==> config.mk <==
export PLATFORM = sky130hd
export DESIGN_NAME = terminal_escape_key_decoder_flat
export DESIGN_NICKNAME = d
export VERILOG_FILES = /design/src/rtl/tekd_pkg.sv /design/src/rtl/tekd_if.sv /design/src/rtl/tekd_parse.sv /design/src/rtl/terminal_escape_key_decoder.sv /design/src/flat_wrapper.sv
export SDC_FILE = /design/constraint.sdc
export NUM_CORES = 1
export LEC_CHECK = 0
export BUFFER_PORTS_ARGS = -buffer_cell sky130_fd_sc_hd__clkbuf_2
export CORE_MARGIN = 2
export CORE_UTILIZATION = 36
export CTS_BUF_LIST = sky130_fd_sc_hd__clkbuf_8 sky130_fd_sc_hd__clkbuf_16
export DETAILED_ROUTE_END_ITERATION = 10
export HOLD_SLACK_MARGIN = 0.06
export PLACE_DENSITY_LB_ADDON = 0.1
export SLEW_MARGIN = 20
export SYNTH_ARGS = -nofsm -noshare
export SYNTH_HDL_FRONTEND = slang
export SYNTH_SLANG_ARGS = --single-unit
==> constraint.sdc <==
create_clock -name i_clk -period 4.9 [get_ports i_clk]
set_clock_uncertainty 0.15 [all_clocks]
set_input_delay 0.49 -clock i_clk [delete_from_list [all_inputs] [get_ports i_clk]]
set_output_delay 0.49 -clock i_clk [all_outputs]
set_load 0.1 [all_outputs]
==> src/rtl/tekd_pkg.sv <==
// tekd_pkg: types, codes and helper functions of the terminal escape key decoder.
// No dependencies; imported by tekd_parse, terminal_escape_key_decoder and tekd_checker.
package tekd_pkg;

    localparam int NUMBER_BITS = 16;
    localparam int TIME_BITS   = 32;

    typedef logic [NUMBER_BITS-1:0] t_num;
    typedef logic [TIME_BITS-1:0]   t_time;

    typedef enum logic [8:0] {
        PH_IDLE      = 9'b000000001,
        PH_ESC       = 9'b000000010,
        PH_CSI_START = 9'b000000100,
        PH_CSI_NUM   = 9'b000001000,
        PH_CSI_SEP   = 9'b000010000,
        PH_SS3       = 9'b000100000,
        PH_SGR_B     = 9'b001000000,
        PH_SGR_X     = 9'b010000000,
        PH_SGR_Y     = 9'b100000000
    } t_phase;

    localparam logic [1:0] EV_KEY        = 2'd0;
    localparam logic [1:0] EV_MOUSE_DOWN = 2'd1;
    localparam logic [1:0] EV_MOUSE_UP   = 2'd2;
    localparam logic [1:0] EV_SCROLL     = 2'd3;

    localparam logic [4:0] K_UP     = 5'd0;
    localparam logic [4:0] K_DOWN   = 5'd1;
    localparam logic [4:0] K_LEFT   = 5'd2;
    localparam logic [4:0] K_RIGHT  = 5'd3;
    localparam logic [4:0] K_HOME   = 5'd4;
    localparam logic [4:0] K_END    = 5'd5;
    localparam logic [4:0] K_TAB    = 5'd6;
    localparam logic [4:0] K_INSERT = 5'd7;
    localparam logic [4:0] K_DELETE = 5'd8;
    localparam logic [4:0] K_PGUP   = 5'd9;
    localparam logic [4:0] K_PGDN   = 5'd10;
    localparam logic [4:0] K_F1     = 5'd11;
    localparam logic [4:0] K_ESCAPE = 5'd23;
    localparam logic [4:0] K_ENTER  = 5'd24;
    localparam logic [4:0] K_BKSP   = 5'd25;
    localparam logic [4:0] K_CTRL   = 5'd26;
    localparam logic [4:0] K_CHAR   = 5'd27;
    localparam logic [4:0] K_NONE   = 5'd31;

    localparam logic [7:0] B_BS       = 8'd8;
    localparam logic [7:0] B_TAB      = 8'd9;
    localparam logic [7:0] B_LF       = 8'd10;
    localparam logic [7:0] B_CR       = 8'd13;
    localparam logic [7:0] B_CTRL_Z   = 8'd26;
    localparam logic [7:0] B_ESC      = 8'd27;
    localparam logic [7:0] B_SPACE    = 8'd32;
    localparam logic [7:0] B_ZERO     = 8'd48;
    localparam logic [7:0] B_NINE     = 8'd57;
    localparam logic [7:0] B_SEMI     = 8'd59;
    localparam logic [7:0] B_LT       = 8'd60;
    localparam logic [7:0] B_UPPER_A  = 8'd65;
    localparam logic [7:0] B_UPPER_B  = 8'd66;
    localparam logic [7:0] B_UPPER_C  = 8'd67;
    localparam logic [7:0] B_UPPER_D  = 8'd68;
    localparam logic [7:0] B_UPPER_F  = 8'd70;
    localparam logic [7:0] B_UPPER_H  = 8'd72;
    localparam logic [7:0] B_UPPER_M  = 8'd77;
    localparam logic [7:0] B_UPPER_O  = 8'd79;
    localparam logic [7:0] B_UPPER_P  = 8'd80;
    localparam logic [7:0] B_UPPER_S  = 8'd83;
    localparam logic [7:0] B_UPPER_Z  = 8'd90;
    localparam logic [7:0] B_LBRACKET = 8'd91;
    localparam logic [7:0] B_LOWER_A  = 8'd97;
    localparam logic [7:0] B_TILDE    = 8'd126;
    localparam logic [7:0] B_DEL      = 8'd127;

    localparam logic [7:0] SGR_SCROLL_UP = 8'd64;
    localparam logic [7:0] SGR_SCROLL_DN = 8'd65;

    typedef struct packed {
        logic       valid;
        logic       track;
        logic [1:0] kind;
        logic [4:0] code;
        logic [6:0] ch;
        logic       sh;
        logic       ct;
        logic       al;
        t_num       mx;
        t_num       my;
        logic [1:0] btn;
        logic       scroll_dn;
    } t_evt;

    function automatic t_num sat_num(input t_num v, input logic [3:0] d);
        logic [NUMBER_BITS+3:0] p;
        p = {4'b0, v} * (NUMBER_BITS+4)'(10) + (NUMBER_BITS+4)'(d);
        return (|p[NUMBER_BITS+3:NUMBER_BITS]) ? '1 : p[NUMBER_BITS-1:0];
    endfunction

    function automatic logic [7:0] sat_byte(input logic [7:0] v, input logic [3:0] d);
        logic [11:0] p;
        p = {4'b0, v} * 12'd10 + {8'b0, d};
        return (|p[11:8]) ? 8'hFF : p[7:0];
    endfunction

    function automatic logic [4:0] tilde_key(input t_num p);
        logic [4:0] k;
        case (p)
            t_num'(1):  k = K_HOME;
            t_num'(2):  k = K_INSERT;
            t_num'(3):  k = K_DELETE;
            t_num'(4):  k = K_END;
            t_num'(5):  k = K_PGUP;
            t_num'(6):  k = K_PGDN;
            t_num'(11): k = K_F1;
            t_num'(12): k = K_F1 + 5'd1;
            t_num'(13): k = K_F1 + 5'd2;
            t_num'(14): k = K_F1 + 5'd3;
            t_num'(15): k = K_F1 + 5'd4;
            t_num'(17): k = K_F1 + 5'd5;
            t_num'(18): k = K_F1 + 5'd6;
            t_num'(19): k = K_F1 + 5'd7;
            t_num'(20): k = K_F1 + 5'd8;
            t_num'(21): k = K_F1 + 5'd9;
            t_num'(23): k = K_F1 + 5'd10;
            t_num'(24): k = K_F1 + 5'd11;
            default:    k = K_NONE;
        endcase
        return k;
    endfunction

endpackage

==> src/rtl/tekd_if.sv <==
// tekd_in_if / tekd_out_if: valid-ready channels of the key decoder.
// No dependencies.
interface tekd_in_if;
    logic        valid;
    logic        ready;
    logic        op;
    logic [7:0]  data_byte;
    logic [31:0] time_ms;

    modport source (output valid, output op, output data_byte, output time_ms, input ready);
    modport sink   (input valid, input op, input data_byte, input time_ms, output ready);
endinterface

interface tekd_out_if;
    logic        valid;
    logic        ready;
    logic [1:0]  event_kind;
    logic [4:0]  key_code;
    logic [6:0]  character;
    logic        shift;
    logic        ctrl;
    logic        alt;
    logic        repeat_res;
    logic [15:0] mouse_x;
    logic [15:0] mouse_y;
    logic [1:0]  mouse_button;
    logic        scroll_down;

    modport source (output valid, output event_kind, output key_code, output character,
                    output shift, output ctrl, output alt, output repeat_res, output mouse_x,
                    output mouse_y, output mouse_button, output scroll_down, input ready);
    modport sink   (input valid, input event_kind, input key_code, input character,
                    input shift, input ctrl, input alt, input repeat_res, input mouse_x,
                    input mouse_y, input mouse_button, input scroll_down, output ready);
endinterface

==> src/rtl/tekd_parse.sv <==
// tekd_parse: escape-sequence state machine and parameter registers.
// Depends on tekd_pkg; produces at most one decoded event per stepped byte.
module tekd_parse import tekd_pkg::*; (
    input  logic       i_clk,
    input  logic       i_rst_n,
    input  logic       i_step,
    input  logic       i_op,
    input  logic [7:0] i_byte,
    output t_evt       o_evt
);

    t_phase     r_phase,  n_phase;
    t_num       r_first,  n_first;
    t_num       r_second, n_second;
    logic [1:0] r_count,  n_count;
    logic [7:0] r_btn,    n_btn;
    t_num       r_col,    n_col;
    t_num       r_row,    n_row;

    logic       is_digit;
    logic [3:0] digit;
    logic [1:0] count_inc;
    logic [1:0] fin_count;
    t_num       mod_m;
    logic       mods_on;
    logic [4:0] csi_code;
    logic       csi_sh;
    logic       csi_ct;
    logic       csi_al;
    t_evt       csi_evt;
    t_evt       mouse_evt;

    function automatic t_evt mk_key(input logic [4:0] code, input logic [6:0] ch,
                                    input logic sh, input logic ct, input logic al);
        t_evt e;
        e       = '0;
        e.valid = 1'b1;
        e.track = 1'b1;
        e.kind  = EV_KEY;
        e.code  = code;
        e.ch    = ch;
        e.sh    = sh;
        e.ct    = ct;
        e.al    = al;
        return e;
    endfunction

    assign is_digit  = (i_byte >= B_ZERO) && (i_byte <= B_NINE);
    assign digit     = i_byte[3:0];
    assign count_inc = (r_count == 2'd3) ? 2'd3 : r_count + 2'd1;
    assign fin_count = (r_phase == PH_CSI_NUM) ? count_inc : r_count;
    assign mod_m     = r_second - t_num'(1);
    assign mods_on   = (fin_count >= 2'd2) && (r_second != '0);

    always_comb begin
        csi_code = K_NONE;
        csi_sh   = 1'b0;
        csi_ct   = 1'b0;
        csi_al   = 1'b0;
        if (i_byte >= B_UPPER_A && i_byte <= B_UPPER_D) begin
            csi_sh = mods_on & mod_m[0];
            csi_al = mods_on & mod_m[1];
            csi_ct = mods_on & mod_m[2];
            if (i_byte == B_UPPER_A) begin
                csi_code = K_UP;
            end else if (i_byte == B_UPPER_B) begin
                csi_code = K_DOWN;
            end else if (i_byte == B_UPPER_C) begin
                csi_code = K_RIGHT;
            end else begin
                csi_code = K_LEFT;
            end
        end else if (i_byte == B_UPPER_H) begin
            csi_code = K_HOME;
        end else if (i_byte == B_UPPER_F) begin
            csi_code = K_END;
        end else if (i_byte == B_UPPER_Z) begin
            csi_code = K_TAB;
            csi_sh   = 1'b1;
        end else if (i_byte == B_TILDE) begin
            csi_code = tilde_key((fin_count != 2'd0) ? r_first : '0);
        end
        csi_evt = (csi_code == K_NONE) ? '0 : mk_key(csi_code, 7'd0, csi_sh, csi_ct, csi_al);
    end

    always_comb begin
        mouse_evt       = '0;
        mouse_evt.valid = 1'b1;
        mouse_evt.mx    = r_col;
        mouse_evt.my    = r_row;
        if (r_btn == SGR_SCROLL_UP || r_btn == SGR_SCROLL_DN) begin
            mouse_evt.kind      = EV_SCROLL;
            mouse_evt.scroll_dn = (r_btn == SGR_SCROLL_DN);
        end else begin
            mouse_evt.kind = (i_byte == B_UPPER_M) ? EV_MOUSE_DOWN : EV_MOUSE_UP;
            mouse_evt.btn  = (r_btn <= 8'd2) ? r_btn[1:0] + 2'd1 : 2'd0;
        end
    end

    always_comb begin
        n_phase  = r_phase;
        n_first  = r_first;
        n_second = r_second;
        n_count  = r_count;
        n_btn    = r_btn;
        n_col    = r_col;
        n_row    = r_row;
        o_evt    = '0;
        if (i_op) begin
            n_phase = PH_IDLE;
            if (r_phase == PH_ESC) begin
                o_evt       = '0;
                o_evt.valid = 1'b1;
                o_evt.kind  = EV_KEY;
                o_evt.code  = K_ESCAPE;
            end
        end else begin
            case (r_phase)
                PH_ESC: begin
                    if (i_byte == B_LBRACKET) begin
                        n_first  = '0;
                        n_second = '0;
                        n_count  = 2'd0;
                        n_phase  = PH_CSI_START;
                    end else if (i_byte == B_UPPER_O) begin
                        n_phase = PH_SS3;
                    end else begin
                        n_phase = PH_IDLE;
                    end
                end
                PH_SS3: begin
                    n_phase = PH_IDLE;
                    if (i_byte >= B_UPPER_P && i_byte <= B_UPPER_S) begin
                        o_evt = mk_key(K_F1 + 5'(i_byte - B_UPPER_P), 7'd0, 1'b0, 1'b0, 1'b0);
                    end else if (i_byte == B_UPPER_H) begin
                        o_evt = mk_key(K_HOME, 7'd0, 1'b0, 1'b0, 1'b0);
                    end else if (i_byte == B_UPPER_F) begin
                        o_evt = mk_key(K_END, 7'd0, 1'b0, 1'b0, 1'b0);
                    end
                end
                PH_CSI_START, PH_CSI_SEP: begin
                    if (is_digit) begin
                        if (r_count == 2'd0) begin
                            n_first = sat_num(r_first, digit);
                        end else if (r_count == 2'd1) begin
                            n_second = sat_num(r_second, digit);
                        end
                        n_phase = PH_CSI_NUM;
                    end else if (r_phase == PH_CSI_START && i_byte == B_LT) begin
                        n_btn   = 8'd0;
                        n_col   = '0;
                        n_row   = '0;
                        n_phase = PH_SGR_B;
                    end else begin
                        n_phase = PH_IDLE;
                        o_evt   = csi_evt;
                    end
                end
                PH_CSI_NUM: begin
                    if (is_digit) begin
                        if (r_count == 2'd0) begin
                            n_first = sat_num(r_first, digit);
                        end else if (r_count == 2'd1) begin
                            n_second = sat_num(r_second, digit);
                        end
                    end else begin
                        n_count = count_inc;
                        if (i_byte == B_SEMI) begin
                            n_phase = PH_CSI_SEP;
                        end else begin
                            n_phase = PH_IDLE;
                            o_evt   = csi_evt;
                        end
                    end
                end
                PH_SGR_B: begin
                    if (is_digit) begin
                        n_btn = sat_byte(r_btn, digit);
                    end else begin
                        n_phase = PH_SGR_X;
                    end
                end
                PH_SGR_X: begin
                    if (is_digit) begin
                        n_col = sat_num(r_col, digit);
                    end else begin
                        n_phase = PH_SGR_Y;
                    end
                end
                PH_SGR_Y: begin
                    if (is_digit) begin
                        n_row = sat_num(r_row, digit);
                    end else begin
                        n_phase = PH_IDLE;
                        o_evt   = mouse_evt;
                    end
                end
                default: begin
                    n_phase = PH_IDLE;
                    if (i_byte == B_ESC) begin
                        n_phase = PH_ESC;
                    end else if (i_byte == B_CR || i_byte == B_LF) begin
                        o_evt = mk_key(K_ENTER, 7'd0, 1'b0, 1'b0, 1'b0);
                    end else if (i_byte == B_TAB) begin
                        o_evt = mk_key(K_TAB, 7'd0, 1'b0, 1'b0, 1'b0);
                    end else if (i_byte == B_DEL || i_byte == B_BS) begin
                        o_evt = mk_key(K_BKSP, 7'd0, 1'b0, 1'b0, 1'b0);
                    end else if (i_byte >= 8'd1 && i_byte <= B_CTRL_Z) begin
                        o_evt = mk_key(K_CTRL, 7'(B_LOWER_A + i_byte - 8'd1),
                                       1'b0, 1'b1, 1'b0);
                    end else if (i_byte >= B_SPACE && i_byte < B_DEL) begin
                        o_evt = mk_key(K_CHAR, i_byte[6:0], 1'b0, 1'b0, 1'b0);
                    end
                end
            endcase
        end
    end

    always_ff @(posedge i_clk) begin
        if (!i_rst_n) begin
            r_phase  <= PH_IDLE;
            r_first  <= '0;
            r_second <= '0;
            r_count  <= 2'd0;
            r_btn    <= 8'd0;
            r_col    <= '0;
            r_row    <= '0;
        end else if (i_step) begin
            r_phase  <= n_phase;
            r_first  <= n_first;
            r_second <= n_second;
            r_count  <= n_count;
            r_btn    <= n_btn;
            r_col    <= n_col;
            r_row    <= n_row;
        end
    end

endmodule

==> src/rtl/terminal_escape_key_decoder.sv <==
// terminal_escape_key_decoder: terminal bytes in, key and mouse events out.
// Depends on tekd_pkg, tekd_if (tekd_in_if, tekd_out_if) and tekd_parse.
//
//  port      dir  handshake     carries
//  i_in      in   valid/ready   op, data_byte, time_ms
//  o_out     out  valid/ready   event_kind .. scroll_down (zero or one per item)
//  i_cfg_*   in   write enable  repeat_window_ms
//
// One item per cycle sustained while o_out is not stalled; each item passes from the input
// register through the parse stage to the result register.
// Synchronous active-low reset: idle phase, no previous key, window 50 ms.
// A stalled result holds; the input register refills while the result drains.
module terminal_escape_key_decoder import tekd_pkg::*; (
    input  logic         i_clk,
    input  logic         i_rst_n,
    tekd_in_if.sink      i_in,
    tekd_out_if.source   o_out,
    input  logic         i_cfg_we,
    input  logic [15:0]  i_cfg_data
);

    logic        r_in_valid;
    logic        r_op;
    logic [7:0]  r_byte;
    t_time       r_time;

    logic        r_out_valid;
    t_evt        r_out;
    logic        r_out_rep;

    logic [15:0] r_window;
    logic [4:0]  r_last_code;
    logic [6:0]  r_last_char;
    logic        r_last_valid;
    t_time       r_last_time;

    logic        advance;
    logic        step;
    t_evt        evt;
    t_time       elapsed;
    logic        rep;

    assign advance    = !r_out_valid || o_out.ready;
    assign step       = r_in_valid && advance;
    assign i_in.ready = !r_in_valid || advance;

    tekd_parse u_parse (
        .i_clk   (i_clk),
        .i_rst_n (i_rst_n),
        .i_step  (step),
        .i_op    (r_op),
        .i_byte  (r_byte),
        .o_evt   (evt)
    );

    assign elapsed = r_time - r_last_time;
    assign rep = evt.track && r_last_valid && (r_last_code == evt.code)
              && ((evt.code != K_CHAR && evt.code != K_CTRL) || r_last_char == evt.ch)
              && (elapsed < TIME_BITS'(r_window));

    always_ff @(posedge i_clk) begin
        if (!i_rst_n) begin
            r_in_valid   <= 1'b0;
            r_out_valid  <= 1'b0;
            r_window     <= 16'd50;
            r_last_code  <= 5'd0;
            r_last_char  <= 7'd0;
            r_last_valid <= 1'b0;
            r_last_time  <= '0;
        end else begin
            if (i_cfg_we) begin
                r_window <= i_cfg_data;
            end
            if (i_in.ready) begin
                r_in_valid <= i_in.valid;
            end
            if (advance) begin
                r_out_valid <= r_in_valid && evt.valid;
            end
            if (step && evt.valid && evt.track) begin
                r_last_code  <= evt.code;
                r_last_char  <= evt.ch;
                r_last_valid <= 1'b1;
                r_last_time  <= r_time;
            end
        end
    end

    always_ff @(posedge i_clk) begin
        if (i_in.ready) begin
            r_op   <= i_in.op;
            r_byte <= i_in.data_byte;
            r_time <= i_in.time_ms;
        end
        if (step && evt.valid) begin
            r_out     <= evt;
            r_out_rep <= rep;
        end
    end

    assign o_out.valid        = r_out_valid;
    assign o_out.event_kind   = r_out.kind;
    assign o_out.key_code     = r_out.code;
    assign o_out.character    = r_out.ch;
    assign o_out.shift        = r_out.sh;
    assign o_out.ctrl         = r_out.ct;
    assign o_out.alt          = r_out.al;
    assign o_out.repeat_res   = r_out_rep;
    assign o_out.mouse_x      = r_out.mx;
    assign o_out.mouse_y      = r_out.my;
    assign o_out.mouse_button = r_out.btn;
    assign o_out.scroll_down  = r_out.scroll_dn;

endmodule

==> src/flat_wrapper.sv <==
// flat-port wrapper written by rule: the top's interface ports become plain ports
module terminal_escape_key_decoder_flat import tekd_pkg::*;
  (i_clk, i_rst_n, i_cfg_we, i_cfg_data, i_in_valid, i_in_op, i_in_data_byte, i_in_time_ms, i_in_ready, o_out_valid, o_out_event_kind, o_out_key_code, o_out_character, o_out_shift, o_out_ctrl, o_out_alt, o_out_repeat_res, o_out_mouse_x, o_out_mouse_y, o_out_mouse_button, o_out_scroll_down, o_out_ready);
  tekd_in_if i_in_i ();
  tekd_out_if o_out_i ();
  input  logic i_clk;
  input  logic i_rst_n;
  input  logic i_cfg_we;
  input  logic [15:0] i_cfg_data;
  input wire logic [$bits(i_in_i.valid)-1:0] i_in_valid;
  input wire logic [$bits(i_in_i.op)-1:0] i_in_op;
  input wire logic [$bits(i_in_i.data_byte)-1:0] i_in_data_byte;
  input wire logic [$bits(i_in_i.time_ms)-1:0] i_in_time_ms;
  output wire logic [$bits(i_in_i.ready)-1:0] i_in_ready;
  output wire logic [$bits(o_out_i.valid)-1:0] o_out_valid;
  output wire logic [$bits(o_out_i.event_kind)-1:0] o_out_event_kind;
  output wire logic [$bits(o_out_i.key_code)-1:0] o_out_key_code;
  output wire logic [$bits(o_out_i.character)-1:0] o_out_character;
  output wire logic [$bits(o_out_i.shift)-1:0] o_out_shift;
  output wire logic [$bits(o_out_i.ctrl)-1:0] o_out_ctrl;
  output wire logic [$bits(o_out_i.alt)-1:0] o_out_alt;
  output wire logic [$bits(o_out_i.repeat_res)-1:0] o_out_repeat_res;
  output wire logic [$bits(o_out_i.mouse_x)-1:0] o_out_mouse_x;
  output wire logic [$bits(o_out_i.mouse_y)-1:0] o_out_mouse_y;
  output wire logic [$bits(o_out_i.mouse_button)-1:0] o_out_mouse_button;
  output wire logic [$bits(o_out_i.scroll_down)-1:0] o_out_scroll_down;
  input wire logic [$bits(o_out_i.ready)-1:0] o_out_ready;
  assign i_in_i.valid = i_in_valid;
  assign i_in_i.op = i_in_op;
  assign i_in_i.data_byte = i_in_data_byte;
  assign i_in_i.time_ms = i_in_time_ms;
  assign i_in_ready = i_in_i.ready;
  assign o_out_valid = o_out_i.valid;
  assign o_out_event_kind = o_out_i.event_kind;
  assign o_out_key_code = o_out_i.key_code;
  assign o_out_character = o_out_i.character;
  assign o_out_shift = o_out_i.shift;
  assign o_out_ctrl = o_out_i.ctrl;
  assign o_out_alt = o_out_i.alt;
  assign o_out_repeat_res = o_out_i.repeat_res;
  assign o_out_mouse_x = o_out_i.mouse_x;
  assign o_out_mouse_y = o_out_i.mouse_y;
  assign o_out_mouse_button = o_out_i.mouse_button;
  assign o_out_scroll_down = o_out_i.scroll_down;
  assign o_out_i.ready = o_out_ready;
  terminal_escape_key_decoder u_core (.i_clk(i_clk), .i_rst_n(i_rst_n), .i_in(i_in_i), .o_out(o_out_i), .i_cfg_we(i_cfg_we), .i_cfg_data(i_cfg_data));
endmodule
# Word-level counts from Yosys, hierarchy flattened
# Memories as Yosys holds them, arrays and structs flattened.
# Cells that the tools add are included.
dict set report classes {
  addsub 13
  mul 5
  magnitude_cmp 13
  n_eq_ne 50
  n_mux 79
  bitwise_logic 4
  reduce_logical 48
}
# cell n
set ops {}
lappend ops {{two-way mux 54 bit} 17}
lappend ops {{case mux 54 bit (5 select lines)} 1}
lappend ops {{two-way mux 16 bit} 15}
lappend ops {{case mux 16 bit (2 select lines)} 4}
lappend ops {{== test 8 x 7 -> 1 bit (second input constant)} 13}
lappend ops {{adder 20 x 4 -> 20 bit} 4}
lappend ops {{multiplier 16 x 3 -> 19 bit (second input constant)} 4}
lappend ops {{case mux 9 bit (7 select lines)} 1}
lappend ops {{two-way mux 9 bit} 5}
lappend ops {{two-way mux 5 bit} 7}
lappend ops {{== test 8 x 4 -> 1 bit (second input constant)} 4}
lappend ops {{< comparator 32 x 16 -> 1 bit} 1}
lappend ops {{two-way mux 8 bit} 4}
lappend ops {{subtractor 32 bit} 1}
lappend ops {{AND reduction 6 bit} 4}
lappend ops {{two-way mux 2 bit} 11}
lappend ops {{OR reduction 4 bit} 5}
lappend ops {{== test 8 x 6 -> 1 bit (second input constant)} 2}
lappend ops {{greater-or-equal comparator 8 x 6 -> 1 bit (second input constant)} 2}
lappend ops {{greater-or-equal comparator 8 x 7 -> 1 bit (second input constant)} 2}
lappend ops {{<= comparator 8 x 7 -> 1 bit (second input constant)} 2}
lappend ops {{logical AND 1 bit} 16}
lappend ops {{case mux 8 bit (2 select lines)} 1}
lappend ops {{nonzero test 16 bit} 1}
lappend ops {{47 further kinds} 85}
dict set report word_totals {
  ff_bits 240
  romBits 160
  in_bits 62
  elab_cells 241
  memories 1
}
# name words word_bits rd rd_ports_with_merged_regs wr line
set memory_table {}
lappend memory_table {{(name not given)} 32 5 1 0 0 tekd_pkg.sv:106} ;# case (p)

# Longest topological paths before layout
dict set report logic_depth {
  word_depth 23
  depth_mapped 25
}

# Hierarchy
# From an unflattened synthesis, not the netlist that was laid out.
dict set report unflattened {
  hier_cells 2117
  area_unflattened_um2 18148.7
}
# module n_inst cells_each area_per_inst_um2 seq_area_each_um2
set by_module_without_submodules {}
lappend by_module_without_submodules {tekd_parse 1 1386 10493.8 1661.6}
lappend by_module_without_submodules {terminal_escape_key_decoder 1 731 7654.8 4083.9}

# Least setup slack after synthesis
# OpenSTA, ideal clock, no wires.
dict set report synth_timing {
  path_kind {register to register}
  start {register u_core.u_parse.r_phase[6]}
  end {register u_core.r_out (netlist bit u_core.o_out.alt), enable pin}
  arrival_ns 4.153
  required_time_ns 4.343
  path_slack_ns 0.190
  stages_incl_launch_ff 15
  n_path_buf 1
  path_cell_list {dfxtp_1 buf_6 nor4_2 a31oi_1 nor2b_1 ha_1 or3b_2 a21o_1 o41a_1 o21ai_0 or3_1 nor2b_1 a31oi_1 o311ai_0 inv_1}
}
dict set report synth_via {
  elab_chain_cells 18
  word_cells_on_any_way 32
  cone_classes {eq/ne: 9; mux: 16; reduce/logical: 6; memory: 1}
}
# element line
set synth_rtl {}
lappend synth_rtl {{start: declaration} tekd_parse.sv:12} ;# t_phase r_phase, n_phase;
lappend synth_rtl {{start signal: assignment} tekd_parse.sv:229} ;# r_phase <= n_phase;
lappend synth_rtl {{== test 9 x 4 -> 1 bit} {tekd_parse.sv:51, tekd_parse.sv:118}}
lappend synth_rtl {{two-way mux 2 bit} tekd_parse.sv:51} ;# assign fin_count = (r_phase == PH_CSI_NUM) ? count_inc : r_count;
lappend synth_rtl {{nonzero test 2 bit} tekd_parse.sv:81} ;# csi_code = tilde_key((fin_count != 2'd0) ? r_first : '0);
lappend synth_rtl {{two-way mux 16 bit} tekd_parse.sv:81}
lappend synth_rtl {{memory read (32 x 5 bit) / zero test 11 bit (equally long branches)} n/a}
lappend synth_rtl {{two-way mux 5 bit} tekd_pkg.sv:106}
lappend synth_rtl {{two-way mux 5 bit} tekd_parse.sv:80} ;# end else if (i_byte == B_TILDE) begin
lappend synth_rtl {{two-way mux 5 bit} tekd_parse.sv:77} ;# end else if (i_byte == B_UPPER_Z) begin
lappend synth_rtl {{[... 2 more ...]} n/a}
lappend synth_rtl {{two-way mux 5 bit} tekd_parse.sv:60} ;# if (i_byte >= B_UPPER_A && i_byte <= B_UPPER_D) begin
lappend synth_rtl {{== test 5 bit} tekd_parse.sv:83} ;# csi_evt = (csi_code == K_NONE) ? '0 : mk_key(csi_code, 7'd0, csi_sh, csi_ct, csi_al);
lappend synth_rtl {{two-way mux 54 bit} tekd_parse.sv:83}
lappend synth_rtl {{two-way mux 54 bit (on tied branches)} {tekd_parse.sv:168, tekd_parse.sv:149}}
lappend synth_rtl {{two-way mux 54 bit (on tied branches)} {tekd_parse.sv:160, tekd_parse.sv:142}}
lappend synth_rtl {{case mux 54 bit (5 select lines)} tekd_parse.sv:118} ;# case (r_phase)
lappend synth_rtl {{two-way mux 54 bit (*)} tekd_parse.sv:109} ;# if (i_op) begin
lappend synth_rtl {{logical AND 1 bit (*)} terminal_escape_key_decoder.sv:95} ;# if (step && evt.valid) begin
lappend synth_rtl {{end signal: assignment} terminal_escape_key_decoder.sv:96} ;# r_out <= evt;
lappend synth_rtl {{end: declaration} terminal_escape_key_decoder.sv:28} ;# t_evt r_out;
# Every way passes the cells marked *; elsewhere a longest branch is shown, timed or not.
# A chain may end at the register's enable or synchronous reset.

# Worst setup path after layout
dict set report layout_timing {
  start {register u_core.r_time[0]}
  end {register u_core.r_out_rep, in the netlist u_core.o_out.repeat_res, data pin}
}
dict set report layout_via {
  elab_chain_cells 3
}
# element line
set layout_rtl {}
lappend layout_rtl {{start: declaration} terminal_escape_key_decoder.sv:25} ;# t_time r_time;
lappend layout_rtl {{start signal: assignment} terminal_escape_key_decoder.sv:93} ;# r_time <= i_in.time_ms;
lappend layout_rtl {{subtractor 32 bit} terminal_escape_key_decoder.sv:56} ;# assign elapsed = r_time - r_last_time;
lappend layout_rtl {{< comparator 32 x 16 -> 1 bit} terminal_escape_key_decoder.sv:59} ;# && (elapsed < TIME_BITS'(r_window));
lappend layout_rtl {{logical AND 1 bit} terminal_escape_key_decoder.sv:59}
lappend layout_rtl {{net u_core.rep} terminal_escape_key_decoder.sv:41} ;# logic rep;
lappend layout_rtl {{end signal: assignment} terminal_escape_key_decoder.sv:97} ;# r_out_rep <= rep;
lappend layout_rtl {{end: declaration} terminal_escape_key_decoder.sv:29} ;# logic r_out_rep;
# The timed path passes the listed nets, and every way through them passes these cells.

==> metrics.md <==
| Metric | Value |
|---|---|
| Crit Path Class | reg -> reg |
| Vias in the first global route | 14,280 |
| CP max FO | 3 |
| Rel. slew slack | 36.37% |
| Mapped cell area | between 0.015 and 0.02 mm2 |
| Remaining DRCs | 0 |
| Die ar. | approximately 0.050 mm2 |
| Clk_lat worst skew | 0.58 ns |
| Mean post-synth cell area | between 8 and 9 um2 |
| Vias per cell | ~5.3 |
| Area leader, netlist | dfxtp_1 |
| RSZ-0062 raised after global routing | yes |
| Setup TNS | -0.05758 ns |
| Initial detailed-routing violation count | between 900 and 1,000 |
| Worst R2R Path Depth | 25 |
| GP Congestion | 0.8761 |
| Crit end category | flop |
| Sink Count | 240 |
| Max Cap Viol | 0 |
| Largest net degree at the start of global routing | 70 |
| Failing checks | negative setup slack |
| ANT cells | 0 |
| Final net count | 2,445 |
| Clk slew on worst S/H paths | approximately 0.06 ns |
| Post-synth EDFFs | 94 |
| Port bufs | 116 |
| Leakage power | about 9 nW |
| Most used cell, CP | nor4_2 |
| Gr usage total | between 15 and 20% |
| CTS tree | built |
| Post-route ant nets | 0 |
| Min Tclk post-route | slightly below 5 ns |
| Die X-Extent | between 200 and 250 um |
| Crit path max-delay cell type | fa_2 |
| Power Density | approximately 250 mW/mm2 |
| Yosys warns | 0 |
| CTS max path bufs | 3 |
| Clock share of power | around 47% |
| Core ar. | 0.04755 mm2 |
| CP Launch Type | flop |
| Syn-to-layout area delta | 19.07% |
| Grt total ovfl | 0 |
| Die height | ~220 um |
| WP data arrival | 5.20 ns |
| Switching pwr | ~0.0013 W |
| Status | complete, but fails checks |
| Area contributors post-synth | dfxtp_1, edfxtp_1, ha_1, nor2_1, a21oi_1 |
| Routed length per instance | 16.53 um |
| Initial antenna violation count | 0 |
| DP Wirelength | between 30 and 40 mm |
| Clk root buf | clkbuf_16 |
| Vias post-DR | roughly 15,000 |
| Slew Viols, Final | 0 |
| Worst Max-Slew Pin Slew | approximately 0.95 ns |
| Flop pwr share | 42.2% |
| Global-route wire length before repair | 75.62 mm |
| Tcrit/Tclk final | 101.2% |
| Register area share after synthesis | between 30 and 40% |
| Worst vdd ir | roughly 0.00026 V |
| Post-synthesis sequential element count | 240 |
| Final Hold Viols | 0 |
| Placed cells | 2,693 |
| Cell Rows | 80 |
| Syn Nets | roughly 2,200 |
| Synth cell types | between 80 and 90 |
| Final setup vio count | 1 |
| Final Instance Area | ~0.02 mm2 |
| Slack of the critical path | -0.05758 ns |
| Switch share | between 20% and 30% |
| Post-Layout Cell Count | 2,810 |
| Power Total | roughly 0.0051 W |
| H-tree depth | 1 |
| Yosys top cell area share | 16.90% |
| Placed inst area | around 0.019 mm2 |
| Share of cells above drive strength 1 | between 10 and 15% |
| Final WL | about 46 mm |
| CTS buffer count | 30 |
| # fillers | roughly 4,700 |
| First drt pass iteration count | 6 |
| Cells on Worst Hold Path | 3 |
| Comb power frac | a little under an eighth |
| Syn Inst Count | around 2,000 |
| CP max stage delay | 0.39 ns |
| Number of I/O pins | 117 |
| Initial Util | 36.38% |
| P_int | 0.003813 W |
| Worst Hold Class | in -> reg |
| Fmax | 0.2017 GHz |
| Async SR Flop Fraction | 0% |
| Predominant post-synthesis flop cell | dfxtp_1 |
| Worst path required time | between 5 and 6 ns |
[metrics by stage]
step	worst slack, ns	utilization (%)	hold WS, ns
floorplan	0.1897	-	0.2906
CTS	0.006260	43.20	0.1586
finish	-0.05758	43.32	0.1808
detailed placement	-0.3819	39.66	0.3322
global route	-0.4683	43.32	0.1923
global placement	-0.2501	39.66	0.3211
[layout make-up]
type	instances	area, um2	area share, %
clock buffer	35	830.8	4.034
clock inverter	20	230.2	1.118
inverter	128	481.7	2.339
multi-input combinational	1534	10850	52.67
sequential	240	5746	27.89
tap	615	769.5	3.736
timing repair buffer	238	1692	8.213
[power groups by stage]
stage | Sequential, W | Combinational [W] | Clock (W)
after detailed placement | 0.00219 | 0.000520 | 0
after CTS | 0.00215 | 0.000564 | 0.00243
after global routing | 0.00215 | 0.000639 | 0.00251
after floorplan | 0.00221 | 0.000324 | 0
after global placement | 0.00219 | 0.000519 | 0
final | 0.00215 | 0.000574 | 0.00236
[kinds of logic after synthesis]
logic type | count (synthesis) | share of synthesized area, %
AND/OR/NAND/NOR | 657 | 19.39
AO/OA/AOI/OAI | 507 | 18.74
flip-flops | 240 | 33.21
adder cells (fa/ha/maj) | 211 | 15.74
buffers and inverters | 200 | 4.549
XOR/XNOR | 118 | 5.974
multiplexers | 41 | 2.394
[per-layer routing]
metal	vias up	global-route usage (%)	wire (um)
met2	288	29.56	20620
li1	7587	-	-
met3	50	2.292	1988
met1	6965	26.89	23030
met4	0	3.572	806
met5	-	0	0
[layout by cell type, fill, tap and decap left out, types with 20 or more instances in the layout]
cell / synthesis / final
nand3_1: 41 / 40
a21o_1: 29 / 29
dlygate4sd3_1: 0 / 58
nor2_1: 217 / 215
clkbuf_2: 0 / 116
mux2i_1: 38 / 38
inv_1: 128 / 131
nand2_1: 108 / 108
a211oi_1: 27 / 26
xnor2_1: 67 / 67
a21oi_1: 161 / 159
and2_1: 54 / 52
dfxtp_1: 146 / 146
nor3_1: 48 / 46
buf_4: 2 / 60
ha_1: 200 / 199
edfxtp_1: 94 / 94
clkbuf_16: 0 / 31
nor2b_1: 21 / 21
xor2_1: 51 / 51
a22oi_1: 20 / 20
o21ai_0: 106 / 104
[worst paths after layout]
path	slack, ns	start	end
worst max-delay path	-0.06	u_core.r_time[0]	u_core.o_out.repeat_res
worst min-delay path	0.18	o_out_ready	u_core.o_out.valid
worst max register to register	-0.06	u_core.r_time[0]	u_core.o_out.repeat_res
worst min register to register	0.34	u_core.r_window[5]	u_core.r_window[5]
[cells in the mapped netlist (all sizes together), types with 20 or more instances]
master,n
nor2,219
ha,200
a21oi,161
dfxtp,146
inv,128
o21ai,109
nand2,108
edfxtp,94
xnor2,67
and2,54
clkbuf,51
xor2,51
nor3,49
nand3,41
mux2i,38
a21o,29
a211oi,27
nor4,22
buf,21
nor2b,21
a22oi,20
[what timing repair did]
action	CTS	global route
buffers inserted	1	3
gates cloned	0	0
gates resized for setup	8	13
pin swaps	5	18
hold endpoints to repair	58	0
hold buffers	58	0
endpoints found under the setup margin	1	54
[registers in the layout, indices dropped and copies added, names as in the netlist, 2 cells and up]
name and cells:
u_core.r_last_time 32, u_core.r_time 32, u_core.o_out.mouse_x 16, u_core.o_out.mouse_y 16, u_core.r_window 16, u_core.u_parse.r_col 16
u_core.u_parse.r_first 16, u_core.u_parse.r_row 16, u_core.u_parse.r_second 16, u_core.u_parse.r_phase 9, u_core.r_byte 8, u_core.u_parse.r_btn 8
u_core.o_out.character 7, u_core.r_last_char 7, u_core.o_out.key_code 5, u_core.r_last_code 5, u_core.o_out.event_kind 2, u_core.o_out.mouse_button 2
u_core.u_parse.r_count 2
[critical path: cells and delay by family (launching register included)]
family / cells / cell delay [ns]
flip-flops: 1 / 0.38
XOR/XNOR: 1 / 0.09
adder cells (fa/ha/maj): 3 / 0.90
AND/OR/NAND/NOR: 11 / 1.82
AO/OA/AOI/OAI: 8 / 1.33
buffers and inverters: 2 / 0.11
Power figures use the tool's default switching activity.
